$ cat src/hdl/lnaddr_pkg.sv
// Package for the lattice neighbor address unit: widths, register indexes
// and the pipeline payload types. No dependencies.
package lnaddr_pkg;

	// Lattice limits and field widths
	localparam int MAX_SIDE    = 256;
	localparam int SIDE_W      = 9;
	localparam int COORD_W     = $clog2(MAX_SIDE);
	localparam int IDX_W       = 24;
	localparam int UNIT_W      = 4;
	localparam int DOWN_BIT    = 3;
	localparam int S_TDATA_W   = 32;
	localparam int M_TDATA_W   = 24;
	localparam int CFG_IDX_W   = 1;

	// Divider layout: three passes of restoring division, DIV_BITS quotient bits per stage
	localparam int DIV_BITS    = 4;
	localparam int DIV_PER_PASS = IDX_W / DIV_BITS;
	localparam int DIV_PASSES  = 3;
	localparam int DIV_STAGES  = DIV_PASSES * DIV_PER_PASS;

	// Product widths of the recombination
	localparam int PROD1_W     = COORD_W + SIDE_W;
	localparam int PROD2_W     = PROD1_W + SIDE_W;

	// Configuration register indexes
	typedef enum logic [CFG_IDX_W-1:0] {
		CFG_LATTICE_SIDE = 1'b0,
		CFG_WRAP_MODE    = 1'b1
	} cfg_reg_t;

	// Partial remainder and shifting dividend / quotient word
	typedef struct packed {
		logic [IDX_W-1:0]   work;
		logic [COORD_W-1:0] rem;
	} div_acc_t;

	// Payload of one divider stage
	typedef struct packed {
		logic [UNIT_W-1:0]  code;
		div_acc_t           acc;
		logic [COORD_W-1:0] t;
		logic [COORD_W-1:0] u;
		logic [IDX_W-1:0]   v;
	} div_stage_t;

	// Stepped coordinates
	typedef struct packed {
		logic [COORD_W-1:0] n0;
		logic [COORD_W-1:0] n1;
		logic [COORD_W-1:0] n2;
		logic               oob;
	} coord_t;

	// First partial recombination
	typedef struct packed {
		logic [PROD1_W-1:0] m1;
		logic [COORD_W-1:0] n0;
		logic               oob;
	} prod_t;

endpackage

$ cat src/hdl/lattice_neighbor_address.sv
// Lattice neighbor address unit: splits a linear site index into three
// coordinates, steps them along a unit vector and recombines them.
// Depends on lnaddr_pkg.
//
// Pipeline: 21 register stages (18 divider stages, coordinate step, two
// multiply stages). Throughput: one request per cycle while the output is
// not stalled. The depth is set by the three chained 24-bit divisions by
// the side, four quotient bits per stage. A stalled output freezes the
// whole pipeline. Reset empties the pipeline, sets the side to 32 and
// selects periodic wraparound.
module lattice_neighbor_address (
	input  logic                              clk,
	input  logic                              arst_n,
	// configuration write port
	input  logic                              cfg_wr_en,
	input  logic [lnaddr_pkg::CFG_IDX_W-1:0]  cfg_index,
	input  logic [lnaddr_pkg::SIDE_W-1:0]     cfg_data,
	// request stream
	input  logic                              s_tvalid,
	output logic                              s_tready,
	input  logic [lnaddr_pkg::S_TDATA_W-1:0]  s_tdata,  // [23:0] site_index, [27:24] unit_code
	// result stream
	output logic                              m_tvalid,
	input  logic                              m_tready,
	output logic [lnaddr_pkg::M_TDATA_W-1:0]  m_tdata,  // [23:0] neighbor_index
	output logic                              m_tuser   // [0] out_of_bounds
);

	localparam int CW = lnaddr_pkg::COORD_W;
	localparam int SW = lnaddr_pkg::SIDE_W;
	localparam int IW = lnaddr_pkg::IDX_W;

	// One chunk of restoring division: DIV_BITS quotient bits
	function automatic lnaddr_pkg::div_acc_t div_chunk(lnaddr_pkg::div_acc_t a,
			logic [SW-1:0] side);
		lnaddr_pkg::div_acc_t r;
		logic [SW-1:0]        trial;
		r = a;
		for (int i = 0; i < lnaddr_pkg::DIV_BITS; i++) begin
			trial  = {r.rem, r.work[IW-1]};
			r.work = {r.work[IW-2:0], 1'b0};
			if (trial >= side) begin
				trial     = trial - side;
				r.work[0] = 1'b1;
			end
			r.rem = trial[CW-1:0];
		end
		return r;
	endfunction

	// Periodic step of a coordinate already below the side
	function automatic logic [CW-1:0] wrap_step(logic [CW-1:0] c, logic mv, logic down,
			logic [SW-1:0] side_m1);
		logic [CW-1:0] r;
		r = c;
		if (mv) begin
			if (down)
				r = (c == '0) ? side_m1[CW-1:0] : c - CW'(1);
			else
				r = ({1'b0, c} == side_m1) ? '0 : c + CW'(1);
		end
		return r;
	endfunction

	// Configuration registers
	logic [SW-1:0] side_q;
	logic          wrap_mode_q;
	logic [SW-1:0] side_m1;

	// Pipeline registers
	lnaddr_pkg::div_stage_t div_s [lnaddr_pkg::DIV_STAGES];  // stages 1 to 18
	logic [lnaddr_pkg::DIV_STAGES-1:0] div_v_s;
	lnaddr_pkg::div_stage_t div_nxt [lnaddr_pkg::DIV_STAGES];
	lnaddr_pkg::coord_t     coord_s19, coord_nxt;
	logic                   coord_v_s19;
	lnaddr_pkg::prod_t      prod_s20;
	logic                   prod_v_s20;
	logic [lnaddr_pkg::PROD2_W-1:0] full_nxt;
	logic [IW-1:0]          nbr_s21;
	logic                   oob_s21;
	logic                   out_v_s21;
	logic                   adv;

	// Write configuration, clamping the side to 1..MAX_SIDE
	always_ff @(posedge clk or negedge arst_n) begin
		if (!arst_n) begin
			side_q      <= SW'(32);
			wrap_mode_q <= 1'b0;
		end else if (cfg_wr_en) begin
			case (lnaddr_pkg::cfg_reg_t'(cfg_index))
				lnaddr_pkg::CFG_LATTICE_SIDE: begin
					if (cfg_data == '0)
						side_q <= SW'(1);
					else if (cfg_data > SW'(lnaddr_pkg::MAX_SIDE))
						side_q <= SW'(lnaddr_pkg::MAX_SIDE);
					else
						side_q <= cfg_data;
				end
				lnaddr_pkg::CFG_WRAP_MODE: begin
					wrap_mode_q <= cfg_data[0];
				end
				default: begin
					side_q <= side_q;
				end
			endcase
		end
	end

	assign side_m1 = side_q - SW'(1);

	// Advance the whole pipeline while the result register is free or taken
	assign adv      = !out_v_s21 || m_tready;
	assign s_tready = adv;

	// Divider stages: pass 1 gives t and idx/L, pass 2 gives u and v,
	// pass 3 reduces v modulo the side
	always_comb begin
		lnaddr_pkg::div_stage_t stg_in;
		stg_in.code     = s_tdata[IW +: lnaddr_pkg::UNIT_W];
		stg_in.acc.work = s_tdata[IW-1:0];
		stg_in.acc.rem  = '0;
		stg_in.t        = '0;
		stg_in.u        = '0;
		stg_in.v        = '0;
		div_nxt[0]      = stg_in;
		div_nxt[0].acc  = div_chunk(stg_in.acc, side_q);
		for (int k = 1; k < lnaddr_pkg::DIV_STAGES; k++) begin
			stg_in = div_s[k-1];
			if (k == lnaddr_pkg::DIV_PER_PASS || k == 2 * lnaddr_pkg::DIV_PER_PASS)
				stg_in.acc.rem = '0;
			if (k == lnaddr_pkg::DIV_PER_PASS)
				stg_in.t = div_s[k-1].acc.rem;
			if (k == 2 * lnaddr_pkg::DIV_PER_PASS) begin
				stg_in.u = div_s[k-1].acc.rem;
				stg_in.v = div_s[k-1].acc.work;
			end
			div_nxt[k]     = stg_in;
			div_nxt[k].acc = div_chunk(stg_in.acc, side_q);
		end
	end

	always_ff @(posedge clk) begin
		if (adv)
			div_s <= div_nxt;
	end

	// Step the coordinates and detect a step off a face
	always_comb begin
		lnaddr_pkg::div_stage_t d;
		logic                   down;
		logic [2:0]             mv;
		logic                   oob_t, oob_u, oob_v;
		logic [IW:0]            nv;
		d    = div_s[lnaddr_pkg::DIV_STAGES-1];
		down = d.code[lnaddr_pkg::DOWN_BIT];
		mv   = d.code[2:0] ^ {3{down}};

		oob_t = mv[0] && (down ? (d.t == '0) : ({1'b0, d.t} == side_m1));
		oob_u = mv[1] && (down ? (d.u == '0) : ({1'b0, d.u} == side_m1));
		nv    = {1'b0, d.v};
		if (mv[2])
			nv = down ? nv - (IW+1)'(1) : nv + (IW+1)'(1);
		oob_v = nv >= (IW+1)'(side_q);

		if (wrap_mode_q) begin
			coord_nxt.n0  = down ? d.t - CW'(mv[0]) : d.t + CW'(mv[0]);
			coord_nxt.n1  = down ? d.u - CW'(mv[1]) : d.u + CW'(mv[1]);
			coord_nxt.n2  = nv[CW-1:0];
			coord_nxt.oob = oob_t || oob_u || oob_v;
		end else begin
			coord_nxt.n0  = wrap_step(d.t, mv[0], down, side_m1);
			coord_nxt.n1  = wrap_step(d.u, mv[1], down, side_m1);
			coord_nxt.n2  = wrap_step(d.acc.rem, mv[2], down, side_m1);
			coord_nxt.oob = 1'b0;
		end
	end

	// Second multiply of the recombination
	assign full_nxt = lnaddr_pkg::PROD2_W'(prod_s20.m1) * lnaddr_pkg::PROD2_W'(side_q) +
	                  lnaddr_pkg::PROD2_W'(prod_s20.n0);

	// Hold the stepped coordinates, then recombine in two multiply stages
	always_ff @(posedge clk) begin
		if (adv) begin
			coord_s19 <= coord_nxt;

			prod_s20.m1  <= lnaddr_pkg::PROD1_W'(coord_s19.n2) *
			                lnaddr_pkg::PROD1_W'(side_q) +
			                lnaddr_pkg::PROD1_W'(coord_s19.n1);
			prod_s20.n0  <= coord_s19.n0;
			prod_s20.oob <= coord_s19.oob;

			nbr_s21 <= prod_s20.oob ? '0 : full_nxt[IW-1:0];
			oob_s21 <= prod_s20.oob;
		end
	end

	// Advance the valid bits alongside the data
	always_ff @(posedge clk or negedge arst_n) begin
		if (!arst_n) begin
			div_v_s     <= '0;
			coord_v_s19 <= 1'b0;
			prod_v_s20  <= 1'b0;
			out_v_s21   <= 1'b0;
		end else if (adv) begin
			div_v_s     <= {div_v_s[lnaddr_pkg::DIV_STAGES-2:0], s_tvalid};
			coord_v_s19 <= div_v_s[lnaddr_pkg::DIV_STAGES-1];
			prod_v_s20  <= coord_v_s19;
			out_v_s21   <= prod_v_s20;
		end
	end

	assign m_tvalid = out_v_s21;
	assign m_tdata  = nbr_s21;
	assign m_tuser  = oob_s21;

endmodule

$ cat config.mk
export PLATFORM = sky130hd
export DESIGN_NAME = lattice_neighbor_address
export DESIGN_NICKNAME = d
export VERILOG_FILES = /design/src/hdl/lnaddr_pkg.sv /design/src/hdl/lattice_neighbor_address.sv
export SDC_FILE = /design/constraint.sdc
export NUM_CORES = 2
export LEC_CHECK = 0
export BUFFER_PORTS_ARGS = -buffer_cell sky130_fd_sc_hd__buf_2
export CAP_MARGIN = 10
export CORE_ASPECT_RATIO = 1.75
export CORE_MARGIN = 2
export CORE_UTILIZATION = 55
export DETAILED_ROUTE_END_ITERATION = 10
export PLACE_DENSITY = 0.71
export SYNTH_ARGS = -nofsm -noshare
export SYNTH_HDL_FRONTEND = slang
export SYNTH_SLANG_ARGS = --single-unit
$ cat constraint.sdc
create_clock -name clk -period 34.8 [get_ports clk]
set_input_delay 1.74 -clock clk [delete_from_list [all_inputs] [get_ports clk]]
set_output_delay 1.74 -clock clk [all_outputs]
set_load 0.1 [all_outputs]
# After elaboration in Yosys (flattened, before gate mapping)
# Index checks and enable logic that the tools add are counted.
# word_totals
elab_cells	433
regBits	1019
in_bits	47
# op_classes
n_lt_le_gt_ge	74
mux	161
reduce_logical	12
n_addsub	87
mul	2
n_eq_ne	3
n_bitwise	2
# ops
op	n
8-bit 2-to-1 mux	86
9-bit >= comparator	69
8-bit subtractor	69
25-bit 2-to-1 mux	3
1-bit 2-to-1 mux	70
8-bit by 9-bit == test with 1-bit output	3
1-bit by 9-bit >= comparator with 1-bit output	3
24-bit by 1-bit adder with 25-bit output, second input constant	1
25-bit by 9-bit >= comparator with 1-bit output	1
24-bit by 1-bit subtractor with 25-bit output, second input constant	1
24-bit by 8-bit adder with 24-bit output	1
8-bit by 1-bit adder with 8-bit output, second input constant	3
8-bit logical NOT	3
17-bit by 9-bit multiplier with 24-bit output	1
1-bit by 8-bit subtractor with 8-bit output	3
8-bit by 1-bit subtractor with 8-bit output, second input constant	3
9-bit 2-to-1 mux	2
17-bit by 8-bit adder with 17-bit output	1
8-bit by 9-bit multiplier with 17-bit output	1
8-bit by 1-bit adder with 8-bit output	2
8-bit by 1-bit subtractor with 8-bit output	2
9-bit > comparator, second input constant	1
9-bit logical NOT	1
9-bit by 1-bit subtractor with 9-bit output, second input constant	1
6 further kinds	10

# Depth between registers and ports, before layout
# depth
word_depth	8
ltp_mapped	48

# Least setup slack after synthesis
# No wires, ideal clock.
# synth_path
path_kind	in2reg
start	in m_tready
end	reg div_v_s[10] (netlist bit)
setup_time_ps	182
arrival_time_ps	29358
required_time_ps	34618
path_stages	3
n_path_buf	1
setup_slack_ps	5260
path_cell_list	nand2b_1 -> buf_1 -> mux2_2
# synth_between
elab_chain_len	1
# synth_lines
element	line_no	source
start: declaration	lattice_neighbor_address.sv:24	input logic m_tready,
1-bit logical OR	lattice_neighbor_address.sv:112	assign adv = !out_v_s21 || m_tready;
via s_tready	lattice_neighbor_address.sv:20	output logic s_tready,
end signal: assignment	lattice_neighbor_address.sv:206	div_v_s <= {div_v_s[lnaddr_pkg::DIV_STAGES-2:0], s_tvalid};
end: declaration	lattice_neighbor_address.sv:72	logic [lnaddr_pkg::DIV_STAGES-1:0] div_v_s;
# The timed path passes the listed nets, and every way through them passes these cells.
# A chain may end at the register's enable or synchronous reset.

==> run_results.csv <==
group,metric,value,unit
status,status,"finished, final reports clean",
sta,drv_slew,0,
synthesis,synthFlopType,"edfxtp_1",
routing,dr_total_vias,49121,
sta,tightestPinTransition,1.17,ns
floorplanning,die-height,473,µm
routing,routed_wl,155000,µm
sta,slew-limit-headroom,21.8,%
global_route,grt.busiest_layer,"met2",
routing,via_per_inst,5.90,
worst_setup_path,cpMaxStageDelayCell,"dfrtp_4",
cells_and_area,finalInstanceArea,74400,µm²
worst_setup_path,critical-path-max-stage-delay,0.67,ns
placed_design,place_area,71500,µm²
routing,ant_nets,0,
clock_tree,clk_pin_slew_worst_paths,0.07,ns
floorplanning,dieArea,129000,µm²
floorplanning,rows,172,
global_route,grt_pass1_wl,251000,µm
sta,hold_violations,0,
cells_and_area,drive_gt1_share,9.06,%
worst_setup_path,crit_top_cell,"o21ai_0",
cells_and_area,finalNonFillerCells,8319,
synthesis,synth_edf_count,868,
routing,detail_route.drc_violations,0,
global_route,antenna_found_initial,3,
synthesis,syn_avg_cell_area,10.6,µm²
synthesis,yosysMostFrequentCell,"edfxtp_1",
global_route,grt_use_met1,25.3,%
clock_tree,clock_sinks,899,
sta,finClkSkew,0.0403,ns
placed_design,place_hpwl,114000,µm
synthesis,syn_area,69100,µm²
clock_tree,cts_max_path_buffers,3,
synthesis,ys_seq_elements,899,
worst_hold_path,min_path_type,"register to register",
sta,layout_min_cycle_time,11.55,ns
clock_tree,cts_tree,"built",
worst_setup_path,worst-endpoint-required,35.23,ns
cells_and_area,area_growth,7.57,%
synthesis,synthesis.nets,7573,
job,max_cap_violations,0,
clock_tree,cts_max_level,3,
global_route,grt_use_total,24.1,%
synthesis,synth_common_cells,"868 x edfxtp_1, 782 x ha_1, 588 x inv_1",
cells_and_area,fin_nets,7656,
sta,setup_viol,0,
placed_design,place_inst,8159,
routing,firstDrtPassIters,9,
placed_design,portBuffers,69,
clock_tree,insertion_delay,0.71,ns
sta,rsz0062_at_grt,"false",
routing,post_drt_wl_per_cell,18.6,µm
synthesis,synth-async-reset-ratio,3.45,%
floorplanning,start_util,55.3,%
worst_setup_path,crit_arrival,11.98,ns
sta,tns,0,ns
clock_tree,root_buffer,"clkbuf_16",
clock_tree,postCtsSetupBuffers,0,
worst_setup_path,crit_buf_inv,7,
global_route,grt-ovfl-total,0,
worst_setup_path,critical_path_class,"register to register",
sta,fin_crit_sh,33.2,%
floorplanning,die_w,272,µm
worst_setup_path,critPathTopFamily,"compound AO/OA/AOI/OAI gates",
routing,drt_iter0_drc,2604,
synthesis,yosys.area.top_type,"edfxtp_1",
synthesis,ys_seq_area_share,38.8,%
global_route,grt_pass1_vias,50716,
placed_design,place.gp.congestion,0.913,
worst_setup_path,cp-end-kind,"register",
worst_setup_path,cp-start-kind,"register",
global_route,grt_util_met2,46.6,%
synthesis,yosys-top-cells-area,"edfxtp_1 38%, ha_1 14%, fa_1 6.7%",
floorplanning,io_pins,74,
clock_tree,cts_buffers,87,
global_route,met3_usage,2.92,%
clock_tree,ctsResizeCount,0,
synthesis,netlist_instances,6513,
clock_tree,cts_hold_buf,0,
synthesis,yosys_warnings,0,
floorplanning,core-area,125000,µm²
sta,max_clock_freq,86.5,MHz
synthesis,post_synth_num_cell_types,96,
global_route,grt_max_degree,153,
worst_setup_path,cp_max_fo,48,
synthesis,yosys.area.top_type_share,37.7,%
-- state kept, by name (all words and copies together), names as in the netlist --
signal       cells
div_nxt        561
div_s          231
prod_s20        26
coord_s19       25
m_tdata         24
div_v_s         18
side_q           9
coord_v_s19      1
m_tuser          1
m_tvalid         1
prod_v_s20       1
wrap_mode_q      1
-- path summary, 6_finish.rpt --
kind	endpoint	from	depth (start not counted)	slack [ns]
min in group asynchronous	div_v_s[2]$_DFFE_PN0P_	arst_n	1	1.10
worst min-delay path	div_s[449]$_DFFE_PP_	div_nxt[397]$_DFFE_PP_	0	0.40
worst min register to register	div_s[449]$_DFFE_PP_	div_nxt[397]$_DFFE_PP_	0	0.40
worst max-delay path	div_s[651]$_DFFE_PP_	side_q[1]$_DFFE_PN0P_	44	23.25
worst max register to register	div_s[651]$_DFFE_PP_	side_q[1]$_DFFE_PN0P_	44	23.25
max in group asynchronous	side_q[1]$_DFFE_PN0P_	arst_n	1	33.14
-- worst reg2reg max path: cells and delay by family (launching register included) --
family,cells,cell delay [ns]
fa+ha+maj,4,1.20
mux,2,0.87
simple gates,7,1.45
buf+inv,7,2.13
flops,1,0.67
compound gates,24,4.95
-- through the flow --
stage / setup slack, ns / utilization (%) / hold slack (ns)
2_1_floorplan: 5.26 / - / 0.400
6_report: 23.25 / 59.5 / 0.399
4_1_cts: 23.23 / 59.5 / 0.392
3_5_place_dp: 23.29 / 57.2 / 0.405
3_3_place_gp: 23.50 / 57.2 / 0.400
5_1_grt: 22.23 / 59.5 / 0.407
-- layout make-up --
| cell class | count | area [µm²] |
|---|---|---|
| diodes | 2 | 5.00 |
| clock buffers | 101 | 2250 |
| clock inverters | 56 | 578 |
| fillers | 10353 | 50700 |
| inverters | 599 | 2260 |
| multi-input cells | 4874 | 39500 |
| flip-flops and latches | 899 | 26800 |
| well taps | 1653 | 2070 |
| repair buffers | 135 | 863 |
-- metal layers --
metal | wire length [µm] | up-vias | share of wire (%)
met5 | 7 | - | 0.0045
met2 | 83600 | 961 | 54
li1 | - | 23814 | -
met3 | 5700 | 436 | 3.7
met4 | 8020 | 2 | 5.2
met1 | 57200 | 23908 | 37
-- cells in the final DEF (no fill, tap or decap), types with 16 or more instances in the layout --
master,n
nor3_1,93
xnor2_1,293
xor2_1,133
o31ai_1,33
nor2_1,384
dfrtp_1,28
nand4_1,105
o211ai_1,57
nand3_1,81
nor2b_1,138
a31oi_1,36
nor4_1,19
buf_4,63
nand2_1,470
mux2i_1,110
o221ai_1,37
inv_1,580
or3_1,50
mux2_2,254
clkbuf_16,88
and4_1,17
fa_1,231
clkinv_1,23
a21oi_1,340
o21a_1,89
clkinv_2,16
or2_2,25
and3_1,49
buf_2,70
o21ai_0,356
a21o_1,108
a211oi_1,53
ha_1,782
a21boi_0,63
edfxtp_1,868
nand2b_1,86
and2_1,112
o21bai_1,49
-- kinds of logic (layout without fill, tap and decap cells) --
kind of cell,Yosys count,count (layout),synth area share (%)
flip-flops,899,899,38.8
adder cells (fa/ha/maj),1013,1013,20.8
buffers and inverters,740,891,4.07
multiplexers,364,364,5.73
AO/OA/AOI/OAI,1402,1402,13.2
XOR/XNOR,428,428,5.45
AND/OR/NAND/NOR,1667,1667,11.9
other,0,2,0
Power is left out: the tool's default activity adds up to more than one toggle a clock period on the data nets, which glitch-free logic cannot reach.
